## src/hw/rtl/stream_substring_replace_defines.svh

```systemverilog
// assertion macros for the substring replace block
`ifndef STREAM_SUBSTRING_REPLACE_DEFINES_SVH
`define STREAM_SUBSTRING_REPLACE_DEFINES_SVH

// same-cycle implication, held off during reset
`define SSR_ASSERT_IMPLY(label, clk, rst, cond, prop, msg) \
  label: assert property (@(posedge clk) disable iff (rst) (cond) |-> (prop)) \
    else $error(msg);

// next-cycle implication, held off during reset
`define SSR_ASSERT_NEXT(label, clk, rst, cond, prop, msg) \
  label: assert property (@(posedge clk) disable iff (rst) (cond) |=> (prop)) \
    else $error(msg);

`endif

```

## src/hw/rtl/ssr_pkg.sv

```systemverilog
// shared types and constants for the substring replace block
`timescale 1ns / 1ps
`default_nettype none
package ssr_pkg;

  localparam int MAX_PATTERN = 8;
  localparam int MAX_PASTE   = 8;
  localparam int RES_DEPTH   = (MAX_PATTERN > MAX_PASTE) ? MAX_PATTERN : MAX_PASTE;
  localparam int FILL_W      = $clog2(MAX_PATTERN);
  localparam int LEN_W       = 4;
  localparam int CNT_W       = $clog2(RES_DEPTH + 1);
  localparam int ADDR_W      = 5;
  localparam int DATA_W      = 64;

  localparam logic [1:0] REG_PATTERN_BYTES  = 2'd0;
  localparam logic [1:0] REG_PATTERN_LENGTH = 2'd1;
  localparam logic [1:0] REG_PASTE_BYTES    = 2'd2;
  localparam logic [1:0] REG_PASTE_LENGTH   = 2'd3;

  typedef struct packed {
    logic [7:0] data_byte;
    logic       end_of_string;
  } ssr_in_t;

  typedef struct packed {
    logic [7:0] out_byte;
    logic       byte_valid;
    logic       last;
  } ssr_out_t;

  typedef struct packed {
    logic [8*MAX_PATTERN-1:0] pattern_bytes;
    logic [LEN_W-1:0]         plen;
    logic [8*MAX_PASTE-1:0]   paste_bytes;
    logic [LEN_W-1:0]         qlen;
  } ssr_cfg_t;

  typedef struct packed {
    ssr_out_t [RES_DEPTH-1:0] ent;
    logic [CNT_W-1:0]         count;
  } ssr_load_t;

endpackage
`default_nettype wire

```

## src/hw/rtl/ssr_regs.sv

```systemverilog
// configuration register file with apb-style access
`timescale 1ns / 1ps
`default_nettype none
module ssr_regs (
  input  wire logic                       clk,
  input  wire logic                       rst,
  input  wire logic                       psel,
  input  wire logic                       penable,
  input  wire logic                       pwrite,
  input  wire logic [ssr_pkg::ADDR_W-1:0] paddr,
  input  wire logic [ssr_pkg::DATA_W-1:0] pwdata,
  output logic      [ssr_pkg::DATA_W-1:0] prdata,
  output logic                            pready,
  output ssr_pkg::ssr_cfg_t               cfg
);

  logic [8*ssr_pkg::MAX_PATTERN-1:0] pattern_bytes;
  logic [ssr_pkg::LEN_W-1:0]         pattern_length;
  logic [8*ssr_pkg::MAX_PASTE-1:0]   paste_bytes;
  logic [ssr_pkg::LEN_W-1:0]         paste_length;
  logic [1:0]                        reg_sel;
  logic                              wr_en;

  assign reg_sel = paddr[4:3];
  assign wr_en   = psel && penable && pwrite;
  assign pready  = 1'b1;

  always_ff @(posedge clk) begin
    if (rst) begin
      pattern_bytes  <= '0;
      pattern_length <= '0;
      paste_bytes    <= '0;
      paste_length   <= '0;
    end else if (wr_en) begin
      case (reg_sel)
        ssr_pkg::REG_PATTERN_BYTES:  pattern_bytes  <= pwdata[8*ssr_pkg::MAX_PATTERN-1:0];
        ssr_pkg::REG_PATTERN_LENGTH: pattern_length <= pwdata[ssr_pkg::LEN_W-1:0];
        ssr_pkg::REG_PASTE_BYTES:    paste_bytes    <= pwdata[8*ssr_pkg::MAX_PASTE-1:0];
        ssr_pkg::REG_PASTE_LENGTH:   paste_length   <= pwdata[ssr_pkg::LEN_W-1:0];
        default: ;
      endcase
    end
  end

  always_comb begin
    prdata = '0;
    case (reg_sel)
      ssr_pkg::REG_PATTERN_BYTES:  prdata = ssr_pkg::DATA_W'(pattern_bytes);
      ssr_pkg::REG_PATTERN_LENGTH: prdata = ssr_pkg::DATA_W'(pattern_length);
      ssr_pkg::REG_PASTE_BYTES:    prdata = ssr_pkg::DATA_W'(paste_bytes);
      ssr_pkg::REG_PASTE_LENGTH:   prdata = ssr_pkg::DATA_W'(paste_length);
      default:                     prdata = '0;
    endcase
  end

  // oversized lengths saturate
  always_comb begin
    cfg.pattern_bytes = pattern_bytes;
    cfg.paste_bytes   = paste_bytes;
    cfg.plen = (pattern_length > ssr_pkg::LEN_W'(ssr_pkg::MAX_PATTERN)) ?
               ssr_pkg::LEN_W'(ssr_pkg::MAX_PATTERN) : pattern_length;
    cfg.qlen = (paste_length > ssr_pkg::LEN_W'(ssr_pkg::MAX_PASTE)) ?
               ssr_pkg::LEN_W'(ssr_pkg::MAX_PASTE) : paste_length;
  end

endmodule
`default_nettype wire

```

## src/hw/rtl/ssr_window.sv

```systemverilog
// pending-byte window, pattern compare and result list build
`timescale 1ns / 1ps
`default_nettype none
module ssr_window (
  input  wire logic                       clk,
  input  wire logic                       rst,
  input  wire ssr_pkg::ssr_cfg_t          cfg,
  input  wire logic                       step,
  input  wire ssr_pkg::ssr_in_t           item,
  output ssr_pkg::ssr_load_t              load,
  output logic      [ssr_pkg::FILL_W-1:0] fill
);

  logic [7:0]                 win      [ssr_pkg::MAX_PATTERN];
  logic [7:0]                 win_next [ssr_pkg::MAX_PATTERN];
  logic [7:0]                 ext      [ssr_pkg::MAX_PATTERN];
  logic [ssr_pkg::FILL_W-1:0] fill_next;
  logic [ssr_pkg::LEN_W-1:0]  fill_inc;
  logic                       at_len;
  logic                       hit;
  logic                       match;
  logic                       pop;
  logic                       eos;

  // window with the new byte written at the fill position
  always_comb begin
    for (int i = 0; i < ssr_pkg::MAX_PATTERN; i++) begin
      ext[i] = (ssr_pkg::FILL_W'(i) == fill) ? item.data_byte : win[i];
    end
  end

  always_comb begin
    eos      = item.end_of_string;
    fill_inc = ssr_pkg::LEN_W'(fill) + ssr_pkg::LEN_W'(1);
    at_len   = (fill_inc == cfg.plen);
    hit      = 1'b1;
    for (int i = 0; i < ssr_pkg::MAX_PATTERN; i++) begin
      if ((ssr_pkg::LEN_W'(i) < cfg.plen) && (ext[i] != cfg.pattern_bytes[8*i +: 8])) begin
        hit = 1'b0;
      end
    end
    match = at_len && hit;
    pop   = (fill_inc > cfg.plen) || (at_len && !hit);
  end

  // result list: replacement on a match, else window bytes from the oldest
  always_comb begin
    if (match) begin
      load.count = ssr_pkg::CNT_W'(cfg.qlen);
    end else if (eos) begin
      load.count = ssr_pkg::CNT_W'(fill_inc);
    end else if (pop) begin
      load.count = ssr_pkg::CNT_W'(1);
    end else begin
      load.count = '0;
    end
    for (int i = 0; i < ssr_pkg::RES_DEPTH; i++) begin
      load.ent[i].out_byte   = 8'h00;
      load.ent[i].byte_valid = 1'b1;
      if (match) begin
        if (i < ssr_pkg::MAX_PASTE) begin
          load.ent[i].out_byte = cfg.paste_bytes[8*i +: 8];
        end
      end else if (i < ssr_pkg::MAX_PATTERN) begin
        load.ent[i].out_byte = ext[i];
      end
    end
    // end of string with nothing left: bare end marker
    if (eos && (load.count == '0)) begin
      load.count             = ssr_pkg::CNT_W'(1);
      load.ent[0].out_byte   = 8'h00;
      load.ent[0].byte_valid = 1'b0;
    end
    for (int i = 0; i < ssr_pkg::RES_DEPTH; i++) begin
      load.ent[i].last = eos && (ssr_pkg::CNT_W'(i) == (load.count - ssr_pkg::CNT_W'(1)));
    end
  end

  always_comb begin
    for (int i = 0; i < ssr_pkg::MAX_PATTERN; i++) begin
      if (pop) begin
        win_next[i] = (i < ssr_pkg::MAX_PATTERN - 1) ? ext[(i + 1) % ssr_pkg::MAX_PATTERN]
                                                    : 8'h00;
      end else begin
        win_next[i] = ext[i];
      end
    end
    if (eos || match) begin
      fill_next = '0;
    end else if (pop) begin
      fill_next = fill;
    end else begin
      fill_next = fill_inc[ssr_pkg::FILL_W-1:0];
    end
  end

  always_ff @(posedge clk) begin
    if (rst) begin
      fill <= '0;
      for (int i = 0; i < ssr_pkg::MAX_PATTERN; i++) begin
        win[i] <= 8'h00;
      end
    end else if (step) begin
      fill <= fill_next;
      for (int i = 0; i < ssr_pkg::MAX_PATTERN; i++) begin
        win[i] <= win_next[i];
      end
    end
  end

endmodule
`default_nettype wire

```

## src/hw/rtl/ssr_emit.sv

```systemverilog
// result buffer, one beat per cycle from the head while out_ready is high
`timescale 1ns / 1ps
`default_nettype none
module ssr_emit (
  input  wire logic               clk,
  input  wire logic               rst,
  input  wire logic               load_en,
  input  wire ssr_pkg::ssr_load_t load,
  input  wire logic               out_ready,
  output logic                    out_valid,
  output ssr_pkg::ssr_out_t       out_beat,
  output logic                    free,
  output logic [ssr_pkg::CNT_W-1:0] cnt
);

  ssr_pkg::ssr_out_t ent [ssr_pkg::RES_DEPTH];
  logic              take;

  assign out_valid = (cnt != '0);
  assign out_beat  = ent[0];
  assign take      = out_valid && out_ready;
  // empty now, or the last pending beat leaves this cycle
  assign free      = (cnt == '0) || ((cnt == ssr_pkg::CNT_W'(1)) && out_ready);

  always_ff @(posedge clk) begin
    if (rst) begin
      cnt <= '0;
    end else if (load_en) begin
      cnt <= load.count;
    end else if (take) begin
      cnt <= cnt - ssr_pkg::CNT_W'(1);
    end
  end

  always_ff @(posedge clk) begin
    if (load_en) begin
      for (int i = 0; i < ssr_pkg::RES_DEPTH; i++) begin
        ent[i] <= load.ent[i];
      end
    end else if (take) begin
      for (int i = 0; i < ssr_pkg::RES_DEPTH - 1; i++) begin
        ent[i] <= ent[i + 1];
      end
    end
  end

endmodule
`default_nettype wire

```

## src/hw/rtl/stream_substring_replace.sv

```systemverilog
// top level of the streaming substring find-and-replace block
//
//   channel  | handshake                  | payload
//   ---------+----------------------------+---------------------------------
//   item     | item_valid / item_ready    | data_byte, end_of_string
//   result   | result_valid / result_ready| out_byte, byte_valid, last
//   config   | psel penable pwrite pready | paddr, pwdata, prdata (64 bit)
//
// one byte per cycle while each byte gives at most one beat and result_ready is
// high; a byte giving n beats (replacement or end-of-string flush) holds the
// result buffer until they leave; path: skid register, window logic, buffer
// reset clears the registers, the window and both stages; no clearing pass
// a stalled result side still lets one byte into the skid register
`timescale 1ns / 1ps
`default_nettype none
`include "stream_substring_replace_defines.svh"
module stream_substring_replace (
  input  wire logic                       clk,
  input  wire logic                       rst,
  input  wire logic                       item_valid,
  output logic                            item_ready,
  input  wire ssr_pkg::ssr_in_t           item,
  output logic                            result_valid,
  input  wire logic                       result_ready,
  output ssr_pkg::ssr_out_t               result,
  input  wire logic                       psel,
  input  wire logic                       penable,
  input  wire logic                       pwrite,
  input  wire logic [ssr_pkg::ADDR_W-1:0] paddr,
  input  wire logic [ssr_pkg::DATA_W-1:0] pwdata,
  output logic      [ssr_pkg::DATA_W-1:0] prdata,
  output logic                            pready
);

  ssr_pkg::ssr_cfg_t          cfg;
  ssr_pkg::ssr_in_t           s1;
  ssr_pkg::ssr_load_t         load;
  logic                       s1_valid;
  logic                       step;
  logic                       free;
  logic [ssr_pkg::FILL_W-1:0] win_fill;
  logic [ssr_pkg::CNT_W-1:0]  res_cnt;

  ssr_regs u_regs (
    .clk     (clk),
    .rst     (rst),
    .psel    (psel),
    .penable (penable),
    .pwrite  (pwrite),
    .paddr   (paddr),
    .pwdata  (pwdata),
    .prdata  (prdata),
    .pready  (pready),
    .cfg     (cfg)
  );

  // the byte in the skid register moves on once the result buffer drains
  assign step       = s1_valid && free;
  assign item_ready = !s1_valid || step;

  always_ff @(posedge clk) begin
    if (rst) begin
      s1_valid <= 1'b0;
    end else if (item_valid && item_ready) begin
      s1_valid <= 1'b1;
    end else if (step) begin
      s1_valid <= 1'b0;
    end
  end

  // skid payload, loaded with each accepted beat
  always_ff @(posedge clk) begin
    if (item_valid && item_ready) begin
      s1 <= item;
    end
  end

  ssr_window u_window (
    .clk  (clk),
    .rst  (rst),
    .cfg  (cfg),
    .step (step),
    .item (s1),
    .load (load),
    .fill (win_fill)
  );

  ssr_emit u_emit (
    .clk       (clk),
    .rst       (rst),
    .load_en   (step),
    .load      (load),
    .out_ready (result_ready),
    .out_valid (result_valid),
    .out_beat  (result),
    .free      (free),
    .cnt       (res_cnt)
  );

  // end of string always empties the window
  `SSR_ASSERT_NEXT(a_eos_flush, clk, rst, step && s1.end_of_string, win_fill == '0, "window not flushed at end of string")
  // end of string always yields at least one beat
  `SSR_ASSERT_IMPLY(a_eos_beat, clk, rst, step && s1.end_of_string, load.count != '0, "end of string gave no beat")
  // a bare marker only closes a string
  `SSR_ASSERT_IMPLY(a_bare_last, clk, rst, result_valid && !result.byte_valid, result.last && (res_cnt == ssr_pkg::CNT_W'(1)), "bare marker not final")

endmodule
`default_nettype wire

```

## config.mk

```make
export PLATFORM = sky130hd
export DESIGN_NAME = stream_substring_replace
export DESIGN_NICKNAME = d
export VERILOG_FILES = /design/src/hw/rtl/ssr_pkg.sv /design/src/hw/rtl/ssr_regs.sv /design/src/hw/rtl/ssr_window.sv /design/src/hw/rtl/ssr_emit.sv /design/src/hw/rtl/stream_substring_replace.sv
export VERILOG_INCLUDE_DIRS = /design/src /design/src/hw/rtl
export SDC_FILE = /design/constraint.sdc
export NUM_CORES = 1
export LEC_CHECK = 0
export BUFFER_PORTS_ARGS = -buffer_cell sky130_fd_sc_hd__buf_2
export CORE_MARGIN = 4
export CORE_UTILIZATION = 60
export CTS_CLUSTER_SIZE = 20
export DETAILED_ROUTE_END_ITERATION = 8
export GPL_ROUTABILITY_DRIVEN = 0
export GPL_TIMING_DRIVEN = 0
export PLACE_DENSITY = 0.81
export SYNTH_ARGS = -nofsm -noshare
export SYNTH_HDL_FRONTEND = slang
export SYNTH_SLANG_ARGS = --single-unit
```

## constraint.sdc

```tcl
create_clock -name clk -period 4.05 [get_ports clk]
set_clock_uncertainty 0.1 [all_clocks]
set_input_delay 0.6075 -clock clk [delete_from_list [all_inputs] [get_ports clk]]
set_output_delay 0.6075 -clock clk [all_outputs]
set_load 0.03 [all_outputs]
```

==> flow_metrics.env <==
export IMPL_status="finished, final reports clean"
export IMPL_finalSetupViolCount=0
export IMPL_synth_seq_cells=290
export IMPL_synth_xor_area_share_pct=2.91
export IMPL_drv_slew=0
export IMPL_clk_latency_ns=0.52
export IMPL_grt_overflow_total=0
export IMPL_post_place_cells=2215
export IMPL_grt_pass1_vias=13500
export IMPL_cts_max_path_buffers=3
export IMPL_track_usage_pct=35.2
export IMPL_placed_cell_area_um2=16900
export IMPL_rsz0062_at_grt="false"
export IMPL_crit_type="flip-flop to flip-flop"
export IMPL_start_kind="flip-flop"
export IMPL_synthAdderAreaFrac_pct=1.04
export IMPL_num_rows=58
export IMPL_synth_top_area_share_pct=28.0
export IMPL_cp_arrival_ns=4.11
export IMPL_synth_fp_nets=1826
export IMPL_firstDrtPassIters=9
export IMPL_area_growth_pct=16.0
export IMPL_crit_family="buffers and inverters"
export IMPL_synthMuxAreaShare_pct=13.2
export IMPL_die_h_um=169
export IMPL_tightest_slew_ns=1.43
export IMPL_yosys_area_share_simple_pct=17.7
export IMPL_netlist_instances=1728
export IMPL_fin_cells=2281
export IMPL_cts_buffers=34
export IMPL_drtIter0Drc=2061
export IMPL_core_area_um2=25400
export IMPL_synth_edff_count=146
export IMPL_grt_max_degree=66
export IMPL_ctsHoldBuffers=0
export IMPL_synth_seq_area_share_pct=46.5
export IMPL_synthDistinctLibCells=71
export IMPL_antenna_diode_count=0
export IMPL_place_hpwl_um=36900
export IMPL_synth_compound_area_share_pct=13.2
export IMPL_clock_tree_root_cell="clkbuf_16"
export IMPL_dieArea_um2=28700
export IMPL_worst_r2r_setup_slack_ns=0.08
export IMPL_drive_gt1_share_pct=17.4
export IMPL_worstPathRequired_ns=4.19
export IMPL_ios=162
export IMPL_wl_um=52600
export IMPL_synthArstFlopShare_pct=0
export IMPL_avgSynthCellArea_um2=9.05
export IMPL_timing_slew_headroom_pct=4.45
export IMPL_grt_pass1_wl_um=77800
export IMPL_powerDensity_nw_per_um2=545
export IMPL_cpMostUsedCell="buf_6"
export IMPL_port_buffers=155
export IMPL_crit_buf_inv=6
export IMPL_post_route_cell_area_um2=18100
export IMPL_syn_area_um2=15600
export IMPL_final_hold_viol_count=0
export IMPL_yosys_top_cells_area="edfxtp_1 28%, dfxtp_1 18%, mux2i_1 9.3%, nand2_1 8.3%, a21oi_1 6.3%"
export IMPL_synth_top_family_by_area="simple AND/OR/NAND/NOR gates"
export IMPL_drv_cap=0
export IMPL_leakage_nw=6.80
export IMPL_ant_nets=0
export IMPL_finalNetCount=2023
export IMPL_hold_ws_ns=0.168
export IMPL_worstPathCellList="buf_6 -> buf_6 -> inv_1 -> ha_1 -> buf_6 -> mux2_2 -> xor2_1 -> nor4_2 -> nand2_2 -> a21oi_2 -> o2111ai_4 -> nor2_4 -> buf_12 -> buf_8 -> mux2i_1 -> a21oi_1"
export IMPL_fmax_ghz=0.252
export IMPL_clkSinkCount=290
export IMPL_yosysWarnings=0
export IMPL_hold_class="input port to flip-flop"
export IMPL_worstPathMaxFanout=10
export IMPL_min_period_over_period_pct=98.0
export IMPL_end_kind="flip-flop"
export IMPL_synth_top_area_cell="edfxtp_1"
export IMPL_vias=14500
export IMPL_utilization_pct=71.4
export IMPL_yosysMostFrequentCell="nand2_1"
export IMPL_detail_route_wl_per_cell_um=23.0
export IMPL_drt_vias_per_instance=6.36
export IMPL_synth_commonest_cells="344 x nand2_1, 197 x a21oi_1, 152 x nor2_1, 146 x edfxtp_1, 145 x mux2i_1"
export IMPL_post_route_min_period_ns=3.97
export IMPL_max_stage_delay_ns=0.41
export IMPL_fp_dieW_um=169
export IMPL_path_clk_slew_ns=0.06
export IMPL_initial_utilization_pct=61.6
export IMPL_critPathSlowestCell="mux2_2"
export IMPL_ys_flop_type="edfxtp_1"
export IMPL_drc=0
export IMPL_h_tree_depth=2
export IMPL_vdd_drop_max_uv=462
export IMPL_antenna_found_initial=0
export IMPL_cts_tree="done"
path summary, 6_finish.rpt:
path                                       start                                   to  depth (start not counted)
max                u_window.fill[2]$_SDFFE_PP0P_          u_emit.ent[0][37]$_DFFE_PP_                         16
min                                      item[2]                      s1[2]$_DFFE_PP_                          1
max reg2reg        u_window.fill[2]$_SDFFE_PP0P_          u_emit.ent[0][37]$_DFFE_PP_                         16
min reg2reg  u_regs.paste_bytes[62]$_SDFFE_PP0P_  u_regs.paste_bytes[62]$_SDFFE_PP0P_                          2
logic make-up after synthesis:
group,after synthesis
simple gates,648
compound gates,347
flops,290
mux,193
buf+inv,184
xor+xnor,52
fa+ha+maj,13
other cells,1
per-stage QoR:
step / setup TNS [ns] / worst slack, ns / power [mW]
finish: 0 / 0.0826 / 9.89
global route: 0 / 0.0129 / 10.2
CTS: 0 / 0.00176 / 9.77
detailed placement: -11.87 / -0.238 / 6.73
global placement: -15.17 / -0.280 / 6.62
floorplan: 0 / 0.594 / 5.79
layout make-up:
| type | count | area (um2) |
|---|---|---|
| Buffer | 139 | 726 |
| Tap cell | 330 | 413 |
| Clock inverter | 7 | 56.3 |
| Timing Repair Buffer | 161 | 845 |
| Sequential cell | 290 | 7270 |
| Inverter | 45 | 169 |
| Fill cell | 1918 | 7250 |
| Multi-Input combinational cell | 1254 | 7600 |
| Clock buffer | 55 | 1060 |
cells in the final DEF (no fill, tap or decap), drive strengths merged, types with 4 or more instances in the layout:
master and n:
a221o 8, and3 4, a211oi 12, mux2i 149
o2111ai 7, and2 7, or2 5, nor3 13
a21bo 8, nor4 19, clkinv 6, clkbuf 138
o22ai 15, o21ai 61, ha 13, o31ai 9
nand2 347, xnor2 29, inv 45, mux2 40
xor2 23, nor2 153, edfxtp 146, a21oi 198
nor2b 4, a31oi 4, nand4 4, nand3 54
or3 4, nand2b 24, nor3b 4, buf 217
dfxtp 144, mux4 4
flip-flops by register name, summed over array words and instances (netlist names):
register               count
u_emit.cnt                 4
u_regs.paste_bytes        64
u_regs.pattern_bytes      64
u_window.win              64
u_emit.ent                73
u_regs.pattern_length      4
s1                         9
u_window.fill              3
u_regs.paste_length        4
s1_valid                   1
metal layers:
layer / track usage [%] / part of all wire (%) / vias to the layer above / wire [um]
met5: 0 / 0 / - / 0
met1: 46.4 / 37 / 6716 / 19300
met4: 20.1 / 6.8 / 0 / 3560
met2: 53.8 / 44 / 1118 / 23100
li1: - / - / 6432 / -
met3: 8.04 / 13 / 243 / 6630
repair_timing:
action | 4_1_cts | 5_1_grt
pin swaps | 3 | 6
setup buffers | 4 | 0
endpoints found under the setup margin | 109 | 139
resized for setup | 10 | 18
power breakdown:
group | internal (mW) | total [mW] | switching, mW
Clock | 1.86 | 3.08 | 1.22
Combinational | 0.849 | 2.67 | 1.82
Sequential | 3.89 | 4.14 | 0.250
worst reg2reg max path, stage by stage, from the launching register on:
cell,delay [ns]
dfxtp_2,0.36
buf_6,0.16
buf_6,0.15
inv_1,0.11
ha_1,0.17
buf_6,0.16
mux2_2,0.41
xor2_1,0.17
nor4_2,0.35
nand2_2,0.17
a21oi_2,0.21
o2111ai_4,0.20
nor2_4,0.19
buf_12,0.19
buf_8,0.19
mux2i_1,0.29
a21oi_1,0.11
No activity file was read; power rests on OpenSTA's default activity.
